**src/rtl/core/lirs_pkg.sv**
```systemverilog
package lirs_pkg;

  localparam int SAMPLE_BITS_DEF = 24;
  localparam int FRAC_BITS_DEF   = 16;
  localparam int MAX_RUN_DEF     = 16;

  localparam int QUEUE_DEPTH = 2;
  localparam int OUT_DEPTH   = 4;

  // item classes decided at the input side
  localparam logic [1:0] KIND_STORE     = 2'd0;
  localparam logic [1:0] KIND_FIRST_EOB = 2'd1;
  localparam logic [1:0] KIND_RUN       = 2'd2;

  typedef struct packed {
    logic [1:0] kind;
    logic       eob;
  } lirs_ctl_t;

endpackage

```
**src/rtl/core/linear_interp_resampler_unit.sv**
```systemverilog
// Channel    Handshake         Fields
// input      push / full       in_sample[SAMPLE_BITS], end_of_buffer
// result     pop / empty       out_sample[SAMPLE_BITS], run_last, buffer_done
// config     step_wr           step[FRAC_BITS+4]
//
// An item that only primes the first sample is taken in the back end's idle state.
// An item giving k results (k <= MAX_RUN) is loaded, then issues one result
// per cycle through the multiplier while the result queue has room, then
// closes; a buffer end going on from interpolated to held results closes twice.
// Issue stalls while the 4-entry result queue and multiplier stage are full;
// push stalls when the 2-entry input queue is full. Synchronous reset.
module linear_interp_resampler_unit #(
  parameter int SAMPLE_BITS = lirs_pkg::SAMPLE_BITS_DEF,
  parameter int FRAC_BITS   = lirs_pkg::FRAC_BITS_DEF,
  parameter int MAX_RUN     = lirs_pkg::MAX_RUN_DEF
) (
  input  logic                          clk,
  input  logic                          rst,
  input  logic                          step_wr,
  input  logic [FRAC_BITS+3:0]          step,
  input  logic                          push,
  output logic                          full,
  input  logic signed [SAMPLE_BITS-1:0] in_sample,
  input  logic                          end_of_buffer,
  output logic                          empty,
  input  logic                          pop,
  output logic signed [SAMPLE_BITS-1:0] out_sample,
  output logic                          run_last,
  output logic                          buffer_done
);
  import lirs_pkg::*;

  logic                          q_valid;
  lirs_ctl_t                     q_ctl;
  logic signed [SAMPLE_BITS-1:0] q_sample;
  logic                          q_take;

  lirs_front #(
    .SAMPLE_BITS(SAMPLE_BITS)
  ) u_front (
    .clk          (clk),
    .rst          (rst),
    .push         (push),
    .full         (full),
    .in_sample    (in_sample),
    .end_of_buffer(end_of_buffer),
    .q_valid      (q_valid),
    .q_ctl        (q_ctl),
    .q_sample     (q_sample),
    .q_take       (q_take)
  );

  lirs_back #(
    .SAMPLE_BITS(SAMPLE_BITS),
    .FRAC_BITS  (FRAC_BITS),
    .MAX_RUN    (MAX_RUN)
  ) u_back (
    .clk        (clk),
    .rst        (rst),
    .step_wr    (step_wr),
    .step       (step),
    .q_valid    (q_valid),
    .q_ctl      (q_ctl),
    .q_sample   (q_sample),
    .q_take     (q_take),
    .empty      (empty),
    .pop        (pop),
    .out_sample (out_sample),
    .run_last   (run_last),
    .buffer_done(buffer_done)
  );

endmodule

```
**src/rtl/core/lirs_front.sv**
```systemverilog
module lirs_front #(
  parameter int SAMPLE_BITS = lirs_pkg::SAMPLE_BITS_DEF
) (
  input  logic                          clk,
  input  logic                          rst,
  input  logic                          push,
  output logic                          full,
  input  logic signed [SAMPLE_BITS-1:0] in_sample,
  input  logic                          end_of_buffer,
  output logic                          q_valid,
  output lirs_pkg::lirs_ctl_t           q_ctl,
  output logic signed [SAMPLE_BITS-1:0] q_sample,
  input  logic                          q_take
);
  import lirs_pkg::*;

  localparam int PTR_W = $clog2(QUEUE_DEPTH);
  localparam int CNT_W = $clog2(QUEUE_DEPTH + 1);

  lirs_ctl_t                   ctl_mem [QUEUE_DEPTH];
  logic signed [SAMPLE_BITS-1:0] smp_mem [QUEUE_DEPTH];
  logic [PTR_W-1:0]            wr_ptr;
  logic [PTR_W-1:0]            rd_ptr;
  logic [CNT_W-1:0]            count;
  logic                        have_prev;
  logic                        acc;
  logic                        deq;
  lirs_ctl_t                   new_ctl;

  assign full     = (count == CNT_W'(QUEUE_DEPTH));
  assign q_valid  = (count != '0);
  assign q_ctl    = ctl_mem[rd_ptr];
  assign q_sample = smp_mem[rd_ptr];
  assign acc      = push && !full;
  assign deq      = q_take && q_valid;

  always_comb begin
    new_ctl.eob = end_of_buffer;
    if (have_prev) begin
      new_ctl.kind = KIND_RUN;
    end else if (end_of_buffer) begin
      new_ctl.kind = KIND_FIRST_EOB;
    end else begin
      new_ctl.kind = KIND_STORE;
    end
  end

  always_ff @(posedge clk) begin
    if (acc) begin
      ctl_mem[wr_ptr] <= new_ctl;
      smp_mem[wr_ptr] <= in_sample;
    end
  end

  always_ff @(posedge clk) begin
    if (rst) begin
      wr_ptr    <= '0;
      rd_ptr    <= '0;
      count     <= '0;
      have_prev <= 1'b0;
    end else begin
      if (acc) begin
        wr_ptr    <= (wr_ptr == PTR_W'(QUEUE_DEPTH - 1)) ? '0 : wr_ptr + 1'b1;
        have_prev <= !end_of_buffer;
      end
      if (deq) begin
        rd_ptr <= (rd_ptr == PTR_W'(QUEUE_DEPTH - 1)) ? '0 : rd_ptr + 1'b1;
      end
      if (acc && !deq) begin
        count <= count + 1'b1;
      end else if (deq && !acc) begin
        count <= count - 1'b1;
      end
    end
  end

endmodule

```
**src/rtl/core/lirs_back.sv**
```systemverilog
module lirs_back #(
  parameter int SAMPLE_BITS = lirs_pkg::SAMPLE_BITS_DEF,
  parameter int FRAC_BITS   = lirs_pkg::FRAC_BITS_DEF,
  parameter int MAX_RUN     = lirs_pkg::MAX_RUN_DEF
) (
  input  logic                          clk,
  input  logic                          rst,
  input  logic                          step_wr,
  input  logic [FRAC_BITS+3:0]          step,
  input  logic                          q_valid,
  input  lirs_pkg::lirs_ctl_t           q_ctl,
  input  logic signed [SAMPLE_BITS-1:0] q_sample,
  output logic                          q_take,
  output logic                          empty,
  input  logic                          pop,
  output logic signed [SAMPLE_BITS-1:0] out_sample,
  output logic                          run_last,
  output logic                          buffer_done
);
  import lirs_pkg::*;

  localparam int STEP_W = FRAC_BITS + 4;
  localparam int POS_W  = FRAC_BITS + 6;
  localparam int N_W    = $clog2(MAX_RUN + 1);
  localparam int PROD_W = FRAC_BITS + SAMPLE_BITS + 2;
  localparam int OPTR_W = $clog2(OUT_DEPTH);
  localparam int OCNT_W = $clog2(OUT_DEPTH + 1);
  localparam logic [POS_W-1:0] ONE = POS_W'(1) << FRAC_BITS;
  localparam logic [POS_W-1:0] TWO = POS_W'(2) << FRAC_BITS;
  localparam logic [N_W-1:0]   NMAX = N_W'(MAX_RUN);

  localparam logic [1:0] S_IDLE   = 2'd0;
  localparam logic [1:0] S_INTERP = 2'd1;
  localparam logic [1:0] S_HELD   = 2'd2;

  logic [1:0]                    state;
  logic [STEP_W-1:0]             cur_step;
  logic signed [SAMPLE_BITS-1:0] prev;
  logic [POS_W-1:0]              position;
  logic signed [SAMPLE_BITS-1:0] cur_x;
  logic                          cur_eob;
  logic signed [SAMPLE_BITS:0]   diff;
  logic [N_W-1:0]                n;
  logic [POS_W-1:0]              pos;
  logic [POS_W-1:0]              psum;

  logic [POS_W-1:0] step_ext;
  logic [POS_W-1:0] psum2;
  logic [N_W-1:0]   n1;
  logic             pos_lt_one;
  logic             n_lt;
  logic             n1_lt;
  logic             nl_lt_one;
  logic             cond_i;
  logic             cont_i;
  logic             held_cont;
  logic             last_i;
  logic             cond_h;
  logic             last_h;
  logic             alive;
  logic [POS_W-1:0] pos_end;
  logic [POS_W-1:0] psum_end;
  logic             room;
  logic             issue;
  logic             issue_last;

  logic                          v1;
  logic signed [PROD_W-1:0]      prod;
  logic signed [SAMPLE_BITS-1:0] p_base;
  logic                          p_last;
  logic                          p_done;
  logic signed [SAMPLE_BITS+1:0] wsum;

  logic signed [SAMPLE_BITS-1:0] o_smp [OUT_DEPTH];
  logic                          o_last [OUT_DEPTH];
  logic                          o_done [OUT_DEPTH];
  logic [OPTR_W-1:0]             o_wr;
  logic [OPTR_W-1:0]             o_rd;
  logic [OCNT_W-1:0]             o_cnt;
  logic                          o_pop;

  assign step_ext   = POS_W'(cur_step);
  assign psum2      = psum + step_ext;
  assign n1         = n + 1'b1;
  assign pos_lt_one = (pos < ONE);
  assign n_lt       = (n < NMAX);
  assign n1_lt      = (n1 < NMAX);
  assign nl_lt_one  = (psum < ONE);

  assign cond_i    = pos_lt_one && n_lt && (!cur_eob || psum <= TWO);
  assign cont_i    = nl_lt_one && n1_lt && (!cur_eob || psum2 <= TWO);
  assign held_cont = cur_eob && !nl_lt_one && n1_lt && (psum2 <= TWO);
  assign last_i    = !cont_i && !held_cont;
  assign cond_h    = n_lt && (psum <= ONE);
  assign last_h    = !(n1_lt && (psum2 <= ONE));

  // end of interpolation run: run stopped by the tail limit is not alive
  assign alive    = !(pos_lt_one && n_lt);
  assign pos_end  = pos_lt_one ? '0 : pos - ONE;
  assign psum_end = pos_lt_one ? step_ext : psum - ONE;

  assign room  = ({1'b0, o_cnt} + (OCNT_W + 1)'(v1)) < (OCNT_W + 1)'(OUT_DEPTH);
  assign issue = room && (((state == S_INTERP) && cond_i) || ((state == S_HELD) && cond_h));
  assign issue_last = (state == S_INTERP) ? last_i : last_h;

  assign q_take = (state == S_IDLE) && q_valid;

  always_ff @(posedge clk) begin
    if (rst) begin
      cur_step <= STEP_W'(ONE);
    end else if (step_wr) begin
      cur_step <= step;
    end
  end

  always_ff @(posedge clk) begin
    if (rst) begin
      state    <= S_IDLE;
      prev     <= '0;
      position <= '0;
    end else begin
      unique case (state)
        S_IDLE: begin
          if (q_valid) begin
            unique case (q_ctl.kind)
              KIND_STORE: begin
                prev <= q_sample;
              end
              KIND_FIRST_EOB: begin
                state <= S_HELD;
              end
              KIND_RUN: begin
                state <= S_INTERP;
              end
              default: begin
                state <= S_IDLE;
              end
            endcase
          end
        end
        S_INTERP: begin
          if (!cond_i) begin
            if (!cur_eob) begin
              prev     <= cur_x;
              position <= pos_end;
              state    <= S_IDLE;
            end else if (alive) begin
              prev  <= cur_x;
              state <= S_HELD;
            end else begin
              prev     <= '0;
              position <= '0;
              state    <= S_IDLE;
            end
          end
        end
        S_HELD: begin
          if (!cond_h) begin
            prev     <= '0;
            position <= '0;
            state    <= S_IDLE;
          end
        end
        default: begin
          state <= S_IDLE;
        end
      endcase
    end
  end

  always_ff @(posedge clk) begin
    if (q_take) begin
      cur_x   <= q_sample;
      cur_eob <= q_ctl.eob;
      n       <= '0;
      diff    <= {q_sample[SAMPLE_BITS-1], q_sample} - {prev[SAMPLE_BITS-1], prev};
      if (q_ctl.kind == KIND_RUN) begin
        pos  <= position;
        psum <= position + step_ext;
      end else begin
        pos  <= '0;
        psum <= step_ext;
      end
    end else if (issue) begin
      n    <= n1;
      pos  <= psum;
      psum <= psum2;
    end else if ((state == S_INTERP) && !cond_i) begin
      pos  <= pos_end;
      psum <= psum_end;
    end
  end

  // multiply stage; held samples go through with a zero product
  always_ff @(posedge clk) begin
    if (rst) begin
      v1 <= 1'b0;
    end else begin
      v1 <= issue;
    end
  end

  always_ff @(posedge clk) begin
    if (issue) begin
      if (state == S_INTERP) begin
        prod   <= $signed({1'b0, pos[FRAC_BITS-1:0]}) * diff;
        p_base <= prev;
      end else begin
        prod   <= '0;
        p_base <= cur_x;
      end
      p_last <= issue_last;
      p_done <= issue_last && cur_eob;
    end
  end

  assign wsum = {{2{p_base[SAMPLE_BITS-1]}}, p_base} + prod[PROD_W-1:FRAC_BITS];

  // result queue
  assign empty       = (o_cnt == '0);
  assign o_pop       = pop && !empty;
  assign out_sample  = o_smp[o_rd];
  assign run_last    = o_last[o_rd];
  assign buffer_done = o_done[o_rd];

  always_ff @(posedge clk) begin
    if (v1) begin
      o_smp[o_wr]  <= wsum[SAMPLE_BITS-1:0];
      o_last[o_wr] <= p_last;
      o_done[o_wr] <= p_done;
    end
  end

  always_ff @(posedge clk) begin
    if (rst) begin
      o_wr  <= '0;
      o_rd  <= '0;
      o_cnt <= '0;
    end else begin
      if (v1) begin
        o_wr <= (o_wr == OPTR_W'(OUT_DEPTH - 1)) ? '0 : o_wr + 1'b1;
      end
      if (o_pop) begin
        o_rd <= (o_rd == OPTR_W'(OUT_DEPTH - 1)) ? '0 : o_rd + 1'b1;
      end
      if (v1 && !o_pop) begin
        o_cnt <= o_cnt + 1'b1;
      end else if (o_pop && !v1) begin
        o_cnt <= o_cnt - 1'b1;
      end
    end
  end

endmodule

```
**config.mk**
```make
export PLATFORM = sky130hd
export DESIGN_NAME = linear_interp_resampler_unit
export DESIGN_NICKNAME = d
export VERILOG_FILES = /design/src/rtl/core/lirs_pkg.sv /design/src/rtl/core/linear_interp_resampler_unit.sv /design/src/rtl/core/lirs_front.sv /design/src/rtl/core/lirs_back.sv
export SDC_FILE = /design/constraint.sdc
export NUM_CORES = 2
export LEC_CHECK = 0
export ABC_CLOCK_PERIOD_IN_PS = 13400
export BUFFER_PORTS_ARGS = -buffer_cell sky130_fd_sc_hd__buf_2
export CORE_ASPECT_RATIO = 0.8
export CORE_UTILIZATION = 35
export CTS_BUF_LIST = sky130_fd_sc_hd__clkbuf_16
export DETAILED_ROUTE_END_ITERATION = 6
export PLACE_DENSITY = 0.62
export SETUP_SLACK_MARGIN = 0.4
export SYNTH_ARGS = -nofsm -noshare
export SYNTH_HDL_FRONTEND = slang
export SYNTH_SLANG_ARGS = --single-unit
```
**constraint.sdc**
```tcl
create_clock -name clk -period 13.4 [get_ports clk]
set_clock_uncertainty 0.1 [all_clocks]
set_input_delay 1.34 -clock clk [delete_from_list [all_inputs] [get_ports clk]]
set_output_delay 1.34 -clock clk [all_outputs]
set_load 0.05 [all_outputs]
```
=== After elaboration in Yosys (flattened, before gate mapping) ===
Memory sizes are Yosys's and may differ from the RTL's. A register that Yosys moved wholly into a read port is not among the register bits.
Cells that the tools add are included.

* Multiply operators: 1
* Muxes and demuxes: 55
* Magnitude comparators: 9
* Reduce and logical (&&, ||, !) cells: 51
* $add $sub $neg: 16
* Equality and inequality tests: 13

{| class="wikitable"
|+ Operators with widths
! cell !! number
|-
| $mux 22 || 14
|-
| $mux 24 || 7
|-
| $pmux 24 s3 || 1
|-
| $add 22x20->22 || 2
|-
| $le 22x17->1 const B || 2
|-
| $le 22x18->1 const B || 2
|-
| $lt 22x17->1 const B || 2
|-
| $pmux 22 s2 || 1
|-
| $sub 22x17->22 const B || 2
|-
| $mul 17x25->40 || 1
|-
| $mux 2 || 16
|-
| $sub 24x24->25 || 1
|-
| $add 24x24->24 || 1
|-
| $logic_and 1x1->1 || 23
|-
| $logic_not 1->1 || 13
|-
| $mux 1 || 12
|-
| $pmux 2 s3 || 2
|-
| $eq 2x2->1 const B || 5
|-
| $lt 5x5->1 const B || 2
|-
| $ne 2x2->1 const B || 4
|-
| $reduce_and 4->1 || 2
|-
| $reduce_bool 2->1 || 4
|-
| $add 2x1->2 const B || 3
|-
| $mux 3 || 2
|-
| other kinds (15) || 21
|}

* Output and inout bits: 28
* Memories: 5
* Bits in registers: 246
* Bits in writable memories: 158
* Bits of input ports: 50
* Word-level logic and storage cells: 172

{| class="wikitable"
|+ Memory list
! name !! words !! width !! read ports !! clocked after Yosys merged registers in !! write ports !! RTL line !! source
|-
| u_back.o_smp || 4 || 24 || 1 || 1 || 1 || lirs_back.sv:74 || <nowiki>logic signed [SAMPLE_BITS-1:0] o_smp [OUT_DEPTH];</nowiki>
|-
| u_front.smp_mem || 2 || 24 || 1 || 1 || 1 || lirs_front.sv:21 || <nowiki>logic signed [SAMPLE_BITS-1:0] smp_mem [QUEUE_DEPTH];</nowiki>
|-
| u_front.ctl_mem || 2 || 3 || 1 || 1 || 1 || lirs_front.sv:20 || <nowiki>lirs_ctl_t ctl_mem [QUEUE_DEPTH];</nowiki>
|-
| u_back.o_done || 4 || 1 || 1 || 1 || 1 || lirs_back.sv:76 || <nowiki>logic o_done [OUT_DEPTH];</nowiki>
|-
| u_back.o_last || 4 || 1 || 1 || 1 || 1 || lirs_back.sv:75 || <nowiki>logic o_last [OUT_DEPTH];</nowiki>
|}

=== Logic depth before layout (Yosys ltp) ===
* Word-level depth: 9
* Gate-level depth with buffers: 26
* Gate-level depth less buffers: 24

=== By module ===
Synthesis repeated with hierarchy kept, for this count alone.

* Cells, all modules: 3232
* Area total of the unflattened synthesis: 33372.0 sq um

{| class="wikitable"
|+ By module, submodules not included
! module !! sequential area each (sq um) !! cells an instance !! area an instance (sq um) !! times used
|-
| lirs_back || 9108.7 || 3118 || 31168.6 || 1
|-
| lirs_front || 1741.7 || 114 || 2203.4 || 1
|}

=== Worst setup path before layout ===
OpenSTA, ideal clock, no wires.

* Path kind: flip-flop to flip-flop
* From: register u_back.pos[3]
* To: register u_back.prod[39] (data pin)
* Library setup time: 0.266 ns
* Stages on the path, launching flop included: 25
* Arrival time: 6.036 ns
* Required time: 13.034 ns
* Setup slack: 6.998 ns
* Path through: edfxtp_1 > clkbuf_1 > clkbuf_1 > nand2_1 > fa_1 > inv_1 > fa_1 > fa_1 > fa_1 > fa_1 > inv_1 > fa_1 > inv_1 > ha_1 > clkbuf_1 > a21o_1 > a21o_1 > a21oi_1 > o21bai_1 > a21oi_1 > o21ai_0 > a211oi_1 > a31oi_1 > xnor2_1 > nor2_1

* Longest elaborated chain between the ends: 1

{| class="wikitable"
|+ RTL lines
! what !! RTL line !! source
|-
| start: declaration || lirs_back.sv:44 || <nowiki>logic [POS_W-1:0] pos;</nowiki>
|-
| start signal: assignment || lirs_back.sv:178 || <nowiki>pos <= position;</nowiki>
|-
| start signal: assignment || lirs_back.sv:186 || <nowiki>pos <= psum;</nowiki>
|-
| start signal: assignment || lirs_back.sv:189 || <nowiki>pos <= pos_end;</nowiki>
|-
| $mul 17x25->40 || lirs_back.sv:206 || <nowiki>prod <= $signed({1'b0, pos[FRAC_BITS-1:0]}) * diff;</nowiki>
|-
| end signal: assignment || lirs_back.sv:206 ||
|-
| end: declaration || lirs_back.sv:68 || <nowiki>logic signed [PROD_W-1:0] prod;</nowiki>
|}

No other way between the ends.
A chain may end at the register's enable or synchronous reset.

=== Worst setup path after layout ===
* From: register u_back.pos[3]
* To: register u_back.prod[33] (data pin)

Same word-level chain as after synthesis.

==> impl_metrics.toml <==
[logic_synthesis]
synth_area_leaders = "edfxtp_1 (27%), fa_1 (23%), ha_1 (7.5%), inv_1 (6.1%), dfxtp_1 (5.4%)"
synth_area_per_cell_um2 = 10.37
ys_warn_count = 0
synth_edf_count = 302
seq_area_frac_synth_pct = 32.76
synth_top_area_cell = "edfxtp_1"
synthesis.nets = 3825
syn_area_mm2 = 0.03313
synth_top_area_share_pct = 27.38
synthCells = 3194
ys_ff_latch = 391
async_reset_ff_share_pct = 0
ys_types = 85
synthFlopType = "edfxtp_1"

[timing]
max_slew_margin_pct = 21.40
post-route-period-util_pct = 55.46
setup_violations = 0
period_minus_slack_ns = 7.432
hold_viol = 0
final_max_slew_viol_count = 0
tightest_slew_ns = 1.179
fmax_mhz = 134.6
fin_tns_setup_ns = 0
rsz0062_at_grt = "no"

[routing]
via_per_inst = 5.139
post-route-drc-count = 2
vias = 23037
wl_per_cell_um = 18.57
firstDrtPassIters = 7
drt_iter0_markers = 2048
routed_wl_um = 83260
ant_nets = 0

[clock_tree]
clockRootBuffer = "clkbuf_16"
cts_hold_buf = 0
cts.clk_slew.worst_paths_ns = 0.06
postCtsResizedCells = 0
cts.sinks = 391
cts_setup_buffers = 0
numCtsBuffers = 45
clockBufferDepth = 3
tritoncts = "yes"
clk_latency_ns = 0.58
h-tree-depth = 2

[floorplan]
die_area_mm2 = 0.09589
rows = 100
core_mm2 = 0.09334
start_util_pct = 35.49
fp.dieW_um = 346.0
ioPinCount = 78
die_h_um = 277.2

[place]
gp_congestion = 0.8747
port_buffers = 77
dp_hpwl_um = 62740

[final_layout]
layout_commonest_cell = "inv_1"
nets = 3854
diodes = 0
syn_to_final_growth_pct = 9.439
utilization_pct = 38.84
drive_above_1_share_pct = 8.592
final_cell_mix = "inv_1 (545), fa_1 (382), nand2_1 (335)"

[global_routing]
grt_pass1_wl_um = 134500
antenna_found_initial = 0
grt-ovfl-total = 0
grt.total_usage_pct = 17.77
first_global_vias = 23653
grt_max_degree = 66

[setup_path]
arrival_ns = 7.63
cp.required_ns = 13.60
cp-end-kind = "flop"
critPathMaxFanout = 27
crit_type = "flop to flop"
critPathLaunchType = "flop"

[run_status]
status = "complete, but fails checks"
violations = "design-rule violations"

[flow_run]
drv_cap = 0

[worst_hold_path]
min_path_type = "flop to flop"
-- worst paths after layout --
check,from,endpoint,slack [ns],cells past startpoint
min,u_front.have_prev$_SDFFE_PP0P_,u_front.ctl_mem[1][2]$_DFFE_PP_,0.38,0
max reg2reg,u_back.pos[3]$_DFFE_PP_,u_back.prod[33]$_SDFFCE_PN0P_,5.97,21
min reg2reg,u_front.have_prev$_SDFFE_PP0P_,u_front.ctl_mem[1][2]$_DFFE_PP_,0.38,0
max,u_back.pos[3]$_DFFE_PP_,u_back.prod[33]$_SDFFCE_PN0P_,5.97,21
-- state kept, by name, indices dropped and copies added, names as in the netlist, 3 cells and up, named ones only --
signal	count
u_back.cur_step	20
u_back.cur_x	24
u_back.diff	25
u_back.n	5
u_back.o_cnt	3
u_back.o_done	4
u_back.o_last	4
u_back.o_smp	96
u_back.p_base	24
u_back.pos	22
u_back.position	22
u_back.prev	24
u_back.prod	24
u_back.psum	22
u_front.ctl_mem	6
u_front.smp_mem	48
-- per-layer routing --
metal / share of wire, % / vias up / track usage [%]
li1: - / 10664 / -
met1: 47 / 11460 / 25.86
met2: 42 / 799 / 26.54
met3: 8.5 / 114 / 3.909
met4: 2.4 / 0 / 4.707
met5: 0 / - / 0
-- critical path, cell delays in order, from the launching register on --
cell      delay, ns
edfxtp_1       1.13
nand2_1        0.20
fa_1           0.56
fa_1           0.48
fa_1           0.55
inv_1          0.06
fa_1           0.49
fa_1           0.49
inv_1          0.05
fa_1           0.47
inv_1          0.04
ha_1           0.30
a21oi_1        0.15
a21boi_0       0.09
o21ai_0        0.21
a21oi_1        0.23
o21ai_1        0.28
a21oi_1        0.16
o31ai_1        0.62
a32oi_1        0.23
xnor2_1        0.18
nor2_1         0.05
-- cell type report --
class	instances	area, um^2
timing repair buffer	118	695.7
multi-input combinational	2129	19750
fill	9132	57090
sequential	391	10850
inverter	538	2019
tap	1224	1531
clock inverter	38	282.8
clock buffer	45	1126
-- kinds of logic after synthesis --
kind of cell	share of synthesized area, %
simple gates	12.42
compound gates	9.382
flops	32.76
mux	4.151
fa+ha+maj	30.60
buf+inv	7.702
xor+xnor	2.988
-- cells in the mapped netlist, drive strengths merged (12+ instances only) --
library cell  number
nor3              37
a222oi            17
o211ai            12
ha               199
xor2              33
nand4             12
a21o              38
clkbuf           116
mux2              47
nand3             55
nor2b             16
xnor2             80
a21oi            129
o21a              15
nand2b            12
buf               20
mux2i             26
a211oi            45
and3              18
and2             166
inv              535
o21ai             79
nor2             171
a22oi             30
nand2            335
edfxtp           302
dfxtp             89
mux4              26
a31oi             29
o21bai            12
fa               382
-- stage by stage --
step	setup WS (ns)	std cells	cell area (um^2)	hold slack, ns
2_1_floorplan	6.998	3194	33130	0.3488
3_3_place_gp	6.253	4400	34840	0.3659
3_5_place_dp	6.039	4400	34840	0.3791
4_1_cts	5.974	4483	36250	0.3883
5_1_grt	5.342	4483	36250	0.4145
6_report	5.968	4483	36250	0.3844
Power is left out: the tool's default activity adds up to more than one toggle a clock period on the data nets, which glitch-free logic cannot reach.
